`src/hw/rtl/hstb_pkg.sv`:
```
// ----------------------------------------------------------------------------
// hstb_pkg
// Shared widths, request and status codes, and the control bundles that pass
// between the slot table controller and its datapath.
// ----------------------------------------------------------------------------
package hstb_pkg;

    localparam int SLOT_COUNT_DEF = 16;

    // free-slot search looks at this many slots per cycle
    localparam int SCAN_CHUNK = 16;
    localparam int SCAN_PW    = 4;

    localparam int REQ_W   = 3;
    localparam int SLOT_W  = 4;
    localparam int MODE_W  = 2;
    localparam int SIZE_W  = 62;
    localparam int BYTES_W = 31;
    localparam int STAT_W  = 2;
    localparam int OCNT_W  = 5;

    localparam logic [REQ_W-1:0] REQ_OPEN     = 3'd0;
    localparam logic [REQ_W-1:0] REQ_READ     = 3'd1;
    localparam logic [REQ_W-1:0] REQ_WRITE    = 3'd2;
    localparam logic [REQ_W-1:0] REQ_CLOSE    = 3'd3;
    localparam logic [REQ_W-1:0] REQ_SHUTDOWN = 3'd4;

    localparam logic [STAT_W-1:0] STAT_OK      = 2'd0;
    localparam logic [STAT_W-1:0] STAT_NO_SLOT = 2'd1;
    localparam logic [STAT_W-1:0] STAT_OPEN    = 2'd2;

    localparam logic [MODE_W-1:0] MODE_FREE = 2'd0;

    localparam logic [OCNT_W-1:0] OPEN_COUNT_MAX = 5'd31;

    typedef struct packed {
        logic accept;
        logic scan_step;
        logic commit;
        logic push;
    } t_cmd;

    typedef struct packed {
        logic is_open;
        logic scan_hit;
        logic scan_last;
        logic out_free;
    } t_sts;

endpackage

```
`src/hw/rtl/hstb_ctrl.sv`:
```
// ----------------------------------------------------------------------------
// hstb_ctrl
// Request sequencer: accepts a request, steps the free-slot search, commits
// the table update and hands the result to the output register.
// ----------------------------------------------------------------------------
module hstb_ctrl (
    input  logic          i_clk,
    input  logic          i_rst_n,
    input  logic          i_in_valid,
    output logic          o_in_stall,
    input  hstb_pkg::t_sts i_sts,
    output hstb_pkg::t_cmd o_cmd
);

    localparam logic [1:0] ST_IDLE = 2'd0;
    localparam logic [1:0] ST_EXEC = 2'd1;
    localparam logic [1:0] ST_PUSH = 2'd2;

    logic [1:0] r_state;
    logic [1:0] n_state;

    always_comb begin
        n_state = r_state;
        o_cmd   = '0;
        unique case (r_state)
            ST_IDLE: begin
                if (i_in_valid) begin
                    o_cmd.accept = 1'b1;
                    n_state      = ST_EXEC;
                end
            end
            ST_EXEC: begin
                // keep searching while the current chunk has no free slot
                if (i_sts.is_open && !i_sts.scan_hit && !i_sts.scan_last) begin
                    o_cmd.scan_step = 1'b1;
                end else begin
                    o_cmd.commit = 1'b1;
                    n_state      = ST_PUSH;
                end
            end
            ST_PUSH: begin
                if (i_sts.out_free) begin
                    o_cmd.push = 1'b1;
                    n_state    = ST_IDLE;
                end
            end
            default: begin
                n_state = ST_IDLE;
            end
        endcase
    end

    always_ff @(posedge i_clk) begin
        if (!i_rst_n) begin
            r_state <= ST_IDLE;
        end else begin
            r_state <= n_state;
        end
    end

    assign o_in_stall = (r_state != ST_IDLE);

endmodule

```
`src/hw/rtl/hstb_dp.sv`:
```
// ----------------------------------------------------------------------------
// hstb_dp
// Slot table datapath: used flags, open counter, budget memory with valid
// bits, chunked free-slot search, read budget arithmetic, output register.
// ----------------------------------------------------------------------------
module hstb_dp #(
    parameter int SLOT_COUNT = hstb_pkg::SLOT_COUNT_DEF
) (
    input  logic                         i_clk,
    input  logic                         i_rst_n,
    input  hstb_pkg::t_cmd               i_cmd,
    output hstb_pkg::t_sts               o_sts,
    input  logic [hstb_pkg::REQ_W-1:0]   i_in_req_type,
    input  logic [hstb_pkg::SLOT_W-1:0]  i_in_slot,
    input  logic [hstb_pkg::MODE_W-1:0]  i_in_open_mode,
    input  logic [hstb_pkg::SIZE_W-1:0]  i_in_file_size,
    input  logic [hstb_pkg::BYTES_W-1:0] i_in_byte_count,
    input  logic                         i_out_stall,
    output logic                         o_out_valid,
    output logic [hstb_pkg::STAT_W-1:0]  o_out_status,
    output logic [hstb_pkg::SLOT_W-1:0]  o_out_slot_out,
    output logic [hstb_pkg::BYTES_W-1:0] o_out_bytes_done,
    output logic [hstb_pkg::OCNT_W-1:0]  o_out_open_count
);

    localparam int SW     = (SLOT_COUNT > 1) ? $clog2(SLOT_COUNT) : 1;
    localparam int CW     = $clog2(SLOT_COUNT + 1);
    localparam int NCHUNK = (SLOT_COUNT + hstb_pkg::SCAN_CHUNK - 1) / hstb_pkg::SCAN_CHUNK;
    localparam int CIW    = (NCHUNK > 1) ? $clog2(NCHUNK) : 1;
    localparam int FW     = CIW + hstb_pkg::SCAN_PW;
    localparam int XW     = (SW > hstb_pkg::SLOT_W) ? SW + 1 : hstb_pkg::SLOT_W + 1;
    localparam int EW     = (CW > hstb_pkg::OCNT_W) ? CW : hstb_pkg::OCNT_W;
    localparam int PADW   = NCHUNK * hstb_pkg::SCAN_CHUNK;

    // latched request
    logic [hstb_pkg::REQ_W-1:0]   r_req_type;
    logic [hstb_pkg::MODE_W-1:0]  r_mode;
    logic [hstb_pkg::SIZE_W-1:0]  r_size;
    logic [hstb_pkg::BYTES_W-1:0] r_bytes;
    logic                         r_idx_ok;
    logic [SW-1:0]                r_addr;

    // table state
    logic [SLOT_COUNT-1:0]        r_used;
    logic [SLOT_COUNT-1:0]        n_used;
    logic [CW-1:0]                r_count;
    logic [CW-1:0]                n_count;
    logic [hstb_pkg::SIZE_W-1:0]  r_budget_mem [SLOT_COUNT];
    logic [SLOT_COUNT-1:0]        r_budget_vld;
    logic [hstb_pkg::SIZE_W-1:0]  r_rd_data;
    logic                         r_rd_vld;
    logic [CIW-1:0]               r_chunk;

    // pending result and output register
    logic [hstb_pkg::STAT_W-1:0]  r_res_status;
    logic [hstb_pkg::SLOT_W-1:0]  r_res_slot;
    logic [hstb_pkg::BYTES_W-1:0] r_res_bytes;
    logic                         r_out_valid;
    logic [hstb_pkg::STAT_W-1:0]  r_out_status;
    logic [hstb_pkg::SLOT_W-1:0]  r_out_slot;
    logic [hstb_pkg::BYTES_W-1:0] r_out_bytes;
    logic [hstb_pkg::OCNT_W-1:0]  r_out_count;

    logic [XW-1:0]                in_idx_x;
    logic                         in_idx_ok;
    logic [SW-1:0]                in_addr;

    logic [PADW-1:0]              used_pad;
    logic [hstb_pkg::SCAN_CHUNK-1:0] free_chunk;
    logic [hstb_pkg::SCAN_PW-1:0] scan_pos;
    logic                         scan_hit;
    logic [FW-1:0]                found_x;
    logic [SW-1:0]                found;

    logic [hstb_pkg::SIZE_W-1:0]  budget;
    logic [hstb_pkg::BYTES_W-1:0] rd_take;
    logic [hstb_pkg::SIZE_W-1:0]  rd_left;

    logic                         is_open;
    logic                         is_read;
    logic                         is_close;
    logic                         open_claim;
    logic                         mem_we;
    logic [SW-1:0]                mem_wa;
    logic [hstb_pkg::SIZE_W-1:0]  mem_wd;

    logic [hstb_pkg::STAT_W-1:0]  res_status;
    logic [hstb_pkg::SLOT_W-1:0]  res_slot;
    logic [hstb_pkg::BYTES_W-1:0] res_bytes;
    logic [EW-1:0]                count_x;
    logic [hstb_pkg::OCNT_W-1:0]  count_sat;
    logic                         out_free;

    // ------------------------------------------------------------------
    // request index decode
    // ------------------------------------------------------------------
    assign in_idx_x  = XW'(i_in_slot);
    assign in_idx_ok = (in_idx_x < XW'(SLOT_COUNT));
    assign in_addr   = in_idx_ok ? SW'(in_idx_x) : '0;

    always_ff @(posedge i_clk) begin
        if (i_cmd.accept) begin
            r_req_type <= i_in_req_type;
            r_mode     <= i_in_open_mode;
            r_size     <= i_in_file_size;
            r_bytes    <= i_in_byte_count;
            r_idx_ok   <= in_idx_ok;
            r_addr     <= in_addr;
        end
    end

    assign is_open  = (r_req_type == hstb_pkg::REQ_OPEN);
    assign is_read  = (r_req_type == hstb_pkg::REQ_READ);
    assign is_close = (r_req_type == hstb_pkg::REQ_CLOSE);

    // ------------------------------------------------------------------
    // free-slot search, one chunk per cycle; slots past the end read as used
    // ------------------------------------------------------------------
    for (genvar g = 0; g < PADW; g++) begin : g_pad
        if (g < SLOT_COUNT) begin : g_slot
            assign used_pad[g] = r_used[g];
        end else begin : g_fill
            assign used_pad[g] = 1'b1;
        end
    end

    assign free_chunk = ~used_pad[r_chunk * hstb_pkg::SCAN_CHUNK +: hstb_pkg::SCAN_CHUNK];
    assign scan_hit   = |free_chunk;

    always_comb begin
        scan_pos = '0;
        for (int i = hstb_pkg::SCAN_CHUNK - 1; i >= 0; i--) begin
            if (free_chunk[i]) begin
                scan_pos = hstb_pkg::SCAN_PW'(i);
            end
        end
    end

    assign found_x = {r_chunk, scan_pos};
    assign found   = SW'(found_x);

    always_ff @(posedge i_clk) begin
        if (i_cmd.accept) begin
            r_chunk <= '0;
        end else if (i_cmd.scan_step) begin
            r_chunk <= r_chunk + 1'b1;
        end
    end

    // ------------------------------------------------------------------
    // budget memory: registered read at accept, one write at commit
    // ------------------------------------------------------------------
    assign budget  = r_rd_vld ? r_rd_data : '0;
    assign rd_take = (hstb_pkg::SIZE_W'(r_bytes) < budget) ? r_bytes
                                                          : budget[hstb_pkg::BYTES_W-1:0];
    assign rd_left = budget - hstb_pkg::SIZE_W'(rd_take);

    assign open_claim = is_open && scan_hit;
    assign mem_we     = i_cmd.commit && (open_claim || (is_read && r_idx_ok));
    assign mem_wa     = is_open ? found : r_addr;
    assign mem_wd     = is_open ? r_size : rd_left;

    always_ff @(posedge i_clk) begin
        if (mem_we) begin
            r_budget_mem[mem_wa] <= mem_wd;
        end
        if (i_cmd.accept) begin
            r_rd_data <= r_budget_mem[in_addr];
        end
    end

    always_ff @(posedge i_clk) begin
        if (!i_rst_n) begin
            r_budget_vld <= '0;
            r_rd_vld     <= 1'b0;
        end else begin
            if (mem_we) begin
                r_budget_vld[mem_wa] <= 1'b1;
            end
            if (i_cmd.accept) begin
                r_rd_vld <= r_budget_vld[in_addr];
            end
        end
    end

    // ------------------------------------------------------------------
    // used flags and open counter
    // ------------------------------------------------------------------
    always_comb begin
        n_used  = r_used;
        n_count = r_count;
        if (i_cmd.commit) begin
            if (open_claim && (r_mode != hstb_pkg::MODE_FREE)) begin
                n_used[found] = 1'b1;
                n_count       = r_count + 1'b1;
            end else if (is_close && r_idx_ok && r_used[r_addr]) begin
                n_used[r_addr] = 1'b0;
                n_count        = r_count - 1'b1;
            end
        end
    end

    always_ff @(posedge i_clk) begin
        if (!i_rst_n) begin
            r_used  <= '0;
            r_count <= '0;
        end else begin
            r_used  <= n_used;
            r_count <= n_count;
        end
    end

    // ------------------------------------------------------------------
    // result
    // ------------------------------------------------------------------
    always_comb begin
        res_status = hstb_pkg::STAT_OK;
        res_slot   = '0;
        res_bytes  = '0;
        unique case (r_req_type)
            hstb_pkg::REQ_OPEN: begin
                if (scan_hit) begin
                    res_slot = hstb_pkg::SLOT_W'(found_x);
                end else begin
                    res_status = hstb_pkg::STAT_NO_SLOT;
                end
            end
            hstb_pkg::REQ_READ: begin
                if (r_idx_ok) begin
                    res_bytes = rd_take;
                end
            end
            hstb_pkg::REQ_WRITE: begin
                res_bytes = r_bytes;
            end
            hstb_pkg::REQ_SHUTDOWN: begin
                if (r_count != '0) begin
                    res_status = hstb_pkg::STAT_OPEN;
                end
            end
            default: begin
                res_status = hstb_pkg::STAT_OK;
            end
        endcase
    end

    always_ff @(posedge i_clk) begin
        if (i_cmd.commit) begin
            r_res_status <= res_status;
            r_res_slot   <= res_slot;
            r_res_bytes  <= res_bytes;
        end
    end

    // counter is already updated when the result is pushed
    assign count_x   = EW'(r_count);
    assign count_sat = (count_x > EW'(hstb_pkg::OPEN_COUNT_MAX)) ? hstb_pkg::OPEN_COUNT_MAX
                                                                 : count_x[hstb_pkg::OCNT_W-1:0];

    assign out_free = !r_out_valid || !i_out_stall;

    always_ff @(posedge i_clk) begin
        if (!i_rst_n) begin
            r_out_valid <= 1'b0;
        end else if (i_cmd.push) begin
            r_out_valid <= 1'b1;
        end else if (!i_out_stall) begin
            r_out_valid <= 1'b0;
        end
    end

    always_ff @(posedge i_clk) begin
        if (i_cmd.push) begin
            r_out_status <= r_res_status;
            r_out_slot   <= r_res_slot;
            r_out_bytes  <= r_res_bytes;
            r_out_count  <= count_sat;
        end
    end

    assign o_out_valid      = r_out_valid;
    assign o_out_status     = r_out_status;
    assign o_out_slot_out   = r_out_slot;
    assign o_out_bytes_done = r_out_bytes;
    assign o_out_open_count = r_out_count;

    assign o_sts.is_open   = is_open;
    assign o_sts.scan_hit  = scan_hit;
    assign o_sts.scan_last = (r_chunk == CIW'(NCHUNK - 1));
    assign o_sts.out_free  = out_free;

    // ------------------------------------------------------------------
    // assertions
    // ------------------------------------------------------------------
    a_count_matches_flags: assert property (@(posedge i_clk) disable iff (!i_rst_n)
        r_count == CW'($countones(r_used)))
        else $error("open counter disagrees with used flags");

    a_count_in_range: assert property (@(posedge i_clk) disable iff (!i_rst_n)
        r_count <= CW'(SLOT_COUNT))
        else $error("open counter beyond table size");

    a_push_when_free: assert property (@(posedge i_clk) disable iff (!i_rst_n)
        i_cmd.push |-> out_free)
        else $error("result pushed over a waiting result");

    a_open_marks_used: assert property (@(posedge i_clk) disable iff (!i_rst_n)
        (i_cmd.commit && open_claim && (r_mode != hstb_pkg::MODE_FREE))
            |=> r_used[$past(found)])
        else $error("claimed slot not marked used");

endmodule

```
`src/hw/rtl/handle_slot_table_with_byte_budget.sv`:
```
// Handle slot table with a per-slot byte budget. Each request (open, read,
// write, close, shutdown check) produces exactly one result. Requests are
// handled one at a time: the sequencer accepts a request, executes it (an
// open steps through 16-slot chunks until one holds a free slot or the last
// chunk is reached), commits the table update, pushes the result into the
// result register and returns to idle before it takes the next request; a
// full result register stalls the push. The result register lets the next
// request be accepted while a result still waits.
// Budgets live in a memory with a registered read port; per-slot valid bits
// make unwritten budgets read as zero right after reset, so no clearing pass.
// ----------------------------------------------------------------------------
// handle_slot_table_with_byte_budget
// Top level: request sequencer plus slot table datapath.
// ----------------------------------------------------------------------------
module handle_slot_table_with_byte_budget #(
    parameter int SLOT_COUNT = hstb_pkg::SLOT_COUNT_DEF
) (
    input  logic                         i_clk,
    input  logic                         i_rst_n,
    input  logic                         i_in_valid,
    output logic                         o_in_stall,
    input  logic [hstb_pkg::REQ_W-1:0]   i_req_type,
    input  logic [hstb_pkg::SLOT_W-1:0]  i_slot,
    input  logic [hstb_pkg::MODE_W-1:0]  i_open_mode,
    input  logic [hstb_pkg::SIZE_W-1:0]  i_file_size,
    input  logic [hstb_pkg::BYTES_W-1:0] i_byte_count,
    output logic                         o_out_valid,
    input  logic                         i_out_stall,
    output logic [hstb_pkg::STAT_W-1:0]  o_status,
    output logic [hstb_pkg::SLOT_W-1:0]  o_slot_out,
    output logic [hstb_pkg::BYTES_W-1:0] o_bytes_done,
    output logic [hstb_pkg::OCNT_W-1:0]  o_open_count
);

    hstb_pkg::t_cmd cmd;
    hstb_pkg::t_sts sts;

    hstb_ctrl u_ctrl (
        .i_clk      (i_clk),
        .i_rst_n    (i_rst_n),
        .i_in_valid (i_in_valid),
        .o_in_stall (o_in_stall),
        .i_sts      (sts),
        .o_cmd      (cmd)
    );

    hstb_dp #(
        .SLOT_COUNT (SLOT_COUNT)
    ) u_dp (
        .i_clk            (i_clk),
        .i_rst_n          (i_rst_n),
        .i_cmd            (cmd),
        .o_sts            (sts),
        .i_in_req_type    (i_req_type),
        .i_in_slot        (i_slot),
        .i_in_open_mode   (i_open_mode),
        .i_in_file_size   (i_file_size),
        .i_in_byte_count  (i_byte_count),
        .i_out_stall      (i_out_stall),
        .o_out_valid      (o_out_valid),
        .o_out_status     (o_status),
        .o_out_slot_out   (o_slot_out),
        .o_out_bytes_done (o_bytes_done),
        .o_out_open_count (o_open_count)
    );

endmodule

```
`config.mk`:
```
export PLATFORM = sky130hd
export DESIGN_NAME = handle_slot_table_with_byte_budget
export DESIGN_NICKNAME = d
export VERILOG_FILES = /design/src/hw/rtl/hstb_pkg.sv /design/src/hw/rtl/hstb_ctrl.sv /design/src/hw/rtl/hstb_dp.sv /design/src/hw/rtl/handle_slot_table_with_byte_budget.sv
export SDC_FILE = /design/constraint.sdc
export NUM_CORES = 1
export LEC_CHECK = 0
export BUFFER_PORTS_ARGS = -buffer_cell sky130_fd_sc_hd__buf_2
export CAP_MARGIN = 30
export CORE_UTILIZATION = 40
export DETAILED_ROUTE_END_ITERATION = 16
export HOLD_SLACK_MARGIN = 0.06
export MAX_ROUTING_LAYER = met4
export PLACE_DENSITY_LB_ADDON = 0.08
export SLEW_MARGIN = 20
export SYNTH_ARGS = -nofsm -noshare
export SYNTH_HDL_FRONTEND = slang
export SYNTH_HIERARCHICAL = 1
export SYNTH_SLANG_ARGS = --single-unit
```
`constraint.sdc`:
```
create_clock -name i_clk -period 12.2 [get_ports i_clk]
set_clock_uncertainty 0.15 [all_clocks]
set_input_delay 1.22 -clock i_clk [delete_from_list [all_inputs] [get_ports i_clk]]
set_output_delay 1.22 -clock i_clk [all_outputs]
set_load 0.01 [all_outputs]
```
==> results.ini <==
[run_status]
status=finished clean

[sta]
tightest_slew_ps=1020
post-route-period-util_pct=63.3
grt_setup_unrepaired=no
fmaxAchievable_ghz=0.129
period_minus_slack_ps=7720
tns_ps=0
slew_headroom_pct=31.6
final_max_slew_viol_count=0
hold_viol=0
finalSetupViolCount=0

[clocking]
path_clk_slew_ps=60
cts_tree=done
h-tree-depth=4
post-cts-setup-buffers=0
cts-root-buf=clkbuf_16
clock_latency_ps=770
cts_sinks=1277
cts_hold_buffers=0
cts_resized=0
cts_buffers=140
clk_path_buf_depth=3

[yosys]
synth_ff_type=edfxtp_1
synth-seq-cells=1277
synth_area_leaders=edfxtp_1 (71%), mux4_2 (14%), dfxtp_1 (1.6%), nand2_1 (1.6%), ha_1 (1.5%)
postSynth.asyncResetShare_pct=0
yosysTopAreaCell=edfxtp_1
syn_area_per_cell_um2=18.8
yosys.area.top_type_share_pct=70.8
synthTopCellsByCount=edfxtp_1 (1235), mux4_2 (320), nand2_1 (217), o21ai_0 (87), clkbuf_1 (84)
synth_nets=2952
synth.cell_area_um2=52400
synth_edf_count=1235
yosys_warnings=6
synth-seq-area-share_pct=72.4
synthCells=2780
synthDistinctLibCells=90
synth_most_common_cell=edfxtp_1

[layout]
n_antenna_cell=0
layout-drive-gt1-share_pct=26.8
nets=3210
fin_area_um2=60100
seq_area_um2=37900
areaGrowthSynthToFinish_pct=14.9
multi_input_area_um2=13700
fillers=11000

[critical_path]
cp.arrival_ps=8010
cp-start-kind=register
crit_family=compound AO/OA/AOI/OAI gates
cp_max_fo=64
crit_top_cell=buf_4
critical_path_buf_inv_count=3
path_cells=buf_4 -> nand2_1 -> ha_1 -> nor2_1 -> nor2_1 -> and3_1 -> buf_4 -> and2_2 -> buf_4 -> mux2i_1 -> ha_1 -> and3_2 -> and4_2 -> o211ai_1 -> a31oi_1 -> a21oi_2 -> o21ai_0 -> o32ai_1 -> o31ai_2
slowest_delay_ps=820
worstSetupEndpointType=register
slowest_stage=o31ai_2
worstPathRequired_ps=12490
reg2reg_slack_ps=4480
crit_type=reg2reg

[placement]
hpwl_um=83000
portBuffers=149
place_area_um2=55600
gp_congestion=0.885

[route]
ant_nets=0
drc_errors=0
vias=28200
firstDrtPassIters=5
drt-total-wl_um=145000
wl_per_cell_um=29.6
viasPerCell=5.76
initialDrtViolationCount=2669

[global_routing]
grt_first_pass_wirelength_um=206000
track_usage_pct=22.8
grt_max_degree=102
first_global_vias=28400
antenna_found_initial=4
gr-total-overflow=0

[floorplanning]
fp.dieW_um=364
initial_core_util_pct=40.4
io_pins=150
fp.dieH_um=364
fp-row-count=132
dieArea_um2=132000
core_area_um2=130000

[hold_path]
worstHoldPathType=reg2reg

[power]
ir_drop_uv=141
power_density_nw_per_um2=160
p_leak_uw=0.0195

[run]
cap_violations=0

-- metrics by stage --
| stage | total power [uW] | setup WS [ps] | hold WS, ps | utilization (%) | std cells |
|---|---|---|---|---|---|
| global route | 9920 | 3950 | 276 | 46.4 | 4890 |
| finish | 9610 | 4480 | 270 | 46.4 | 4890 |
| detailed placement | 5670 | 4460 | 255 | 42.9 | 4617 |
| floorplan | 5430 | 3190 | 250 | - | 2780 |
| global placement | 5650 | 4340 | 253 | 42.7 | 4602 |
| CTS | 9710 | 4460 | 271 | 46.2 | 4869 |
-- flip-flops by register name (all words and copies together) (netlist names), 4 cells and up --
register	flops
u_dp/count_x	5
u_dp/o_out_bytes_done	31
u_dp/r_used	16
u_dp/r_budget_vld	16
u_dp/r_rd_data	62
u_dp/o_out_slot_out	4
u_dp/r_size	62
u_dp/r_res_bytes	31
u_dp/r_bytes	31
u_dp/r_res_slot	4
u_dp/r_addr	4
u_dp/r_budget_mem	992
u_dp/o_out_open_count	5
-- worst paths after layout --
path,startpoint,end,cells past startpoint
worst max-delay path,u_dp/r_rd_vld,u_dp/r_budget_mem[4][61],19
worst min-delay path,u_dp/r_res_bytes[7],u_dp/o_out_bytes_done[7],0
worst max register to register,u_dp/r_rd_vld,u_dp/r_budget_mem[4][61],19
worst min register to register,u_dp/r_res_bytes[7],u_dp/o_out_bytes_done[7],0
-- metal layers --
metal / GRT usage [%] / vias up / wire length [um]
met2: 35.4 / 1006 / 69400
met1: 31.5 / 15100 / 64300
met4: 6.11 / 0 / 3120
li1: - / 11900 / -
met3: 3.32 / 190 / 8040
met5: - / - / 0
-- power breakdown --
group | switching, uW | internal [uW]
Clock | 1720 | 2310
Combinational | 365 | 219
Sequential | 51.0 | 4940
Total | 2140 | 7470
-- logic make-up after synthesis --
group / Yosys count / share of synthesized area [%]
simple gates: 492 / 4.56
flops: 1277 / 72.4
compound gates: 350 / 4.52
mux: 358 / 14.5
buf+inv: 197 / 1.70
xor+xnor: 40 / 0.669
fa+ha+maj: 66 / 1.61
-- cell type report --
type                    count  area share [%]
flip-flops and latches   1277            63.1
clock inverters            87            1.20
inverters                  55           0.345
multi-input cells        1306            22.8
well taps                1742            3.62
clock buffers             165            6.05
repair buffers            258            2.92
-- layout by cell type, fill, tap and decap left out, drive strengths merged, types with 6 or more instances in the layout --
cell type / n
nand3: 23
bufinv: 8
mux2i: 36
o21ai: 95
a21o: 35
a21oi: 72
nor4: 13
or4: 7
a211oi: 6
mux4: 320
nand2: 217
and3: 9
nor2: 79
nand2b: 14
ha: 64
clkbuf: 175
and2: 8
clkinv: 66
nor2b: 6
o211ai: 61
buf: 248
nand4: 53
edfxtp: 1235
a21boi: 8
or3: 17
xnor2: 26
o31ai: 9
or2: 8
nor3: 13
a211o: 8
clkinvlp: 6
xor2: 14
a31oi: 14
inv: 62
dfxtp: 42
No activity file was read; power rests on OpenSTA's default activity.
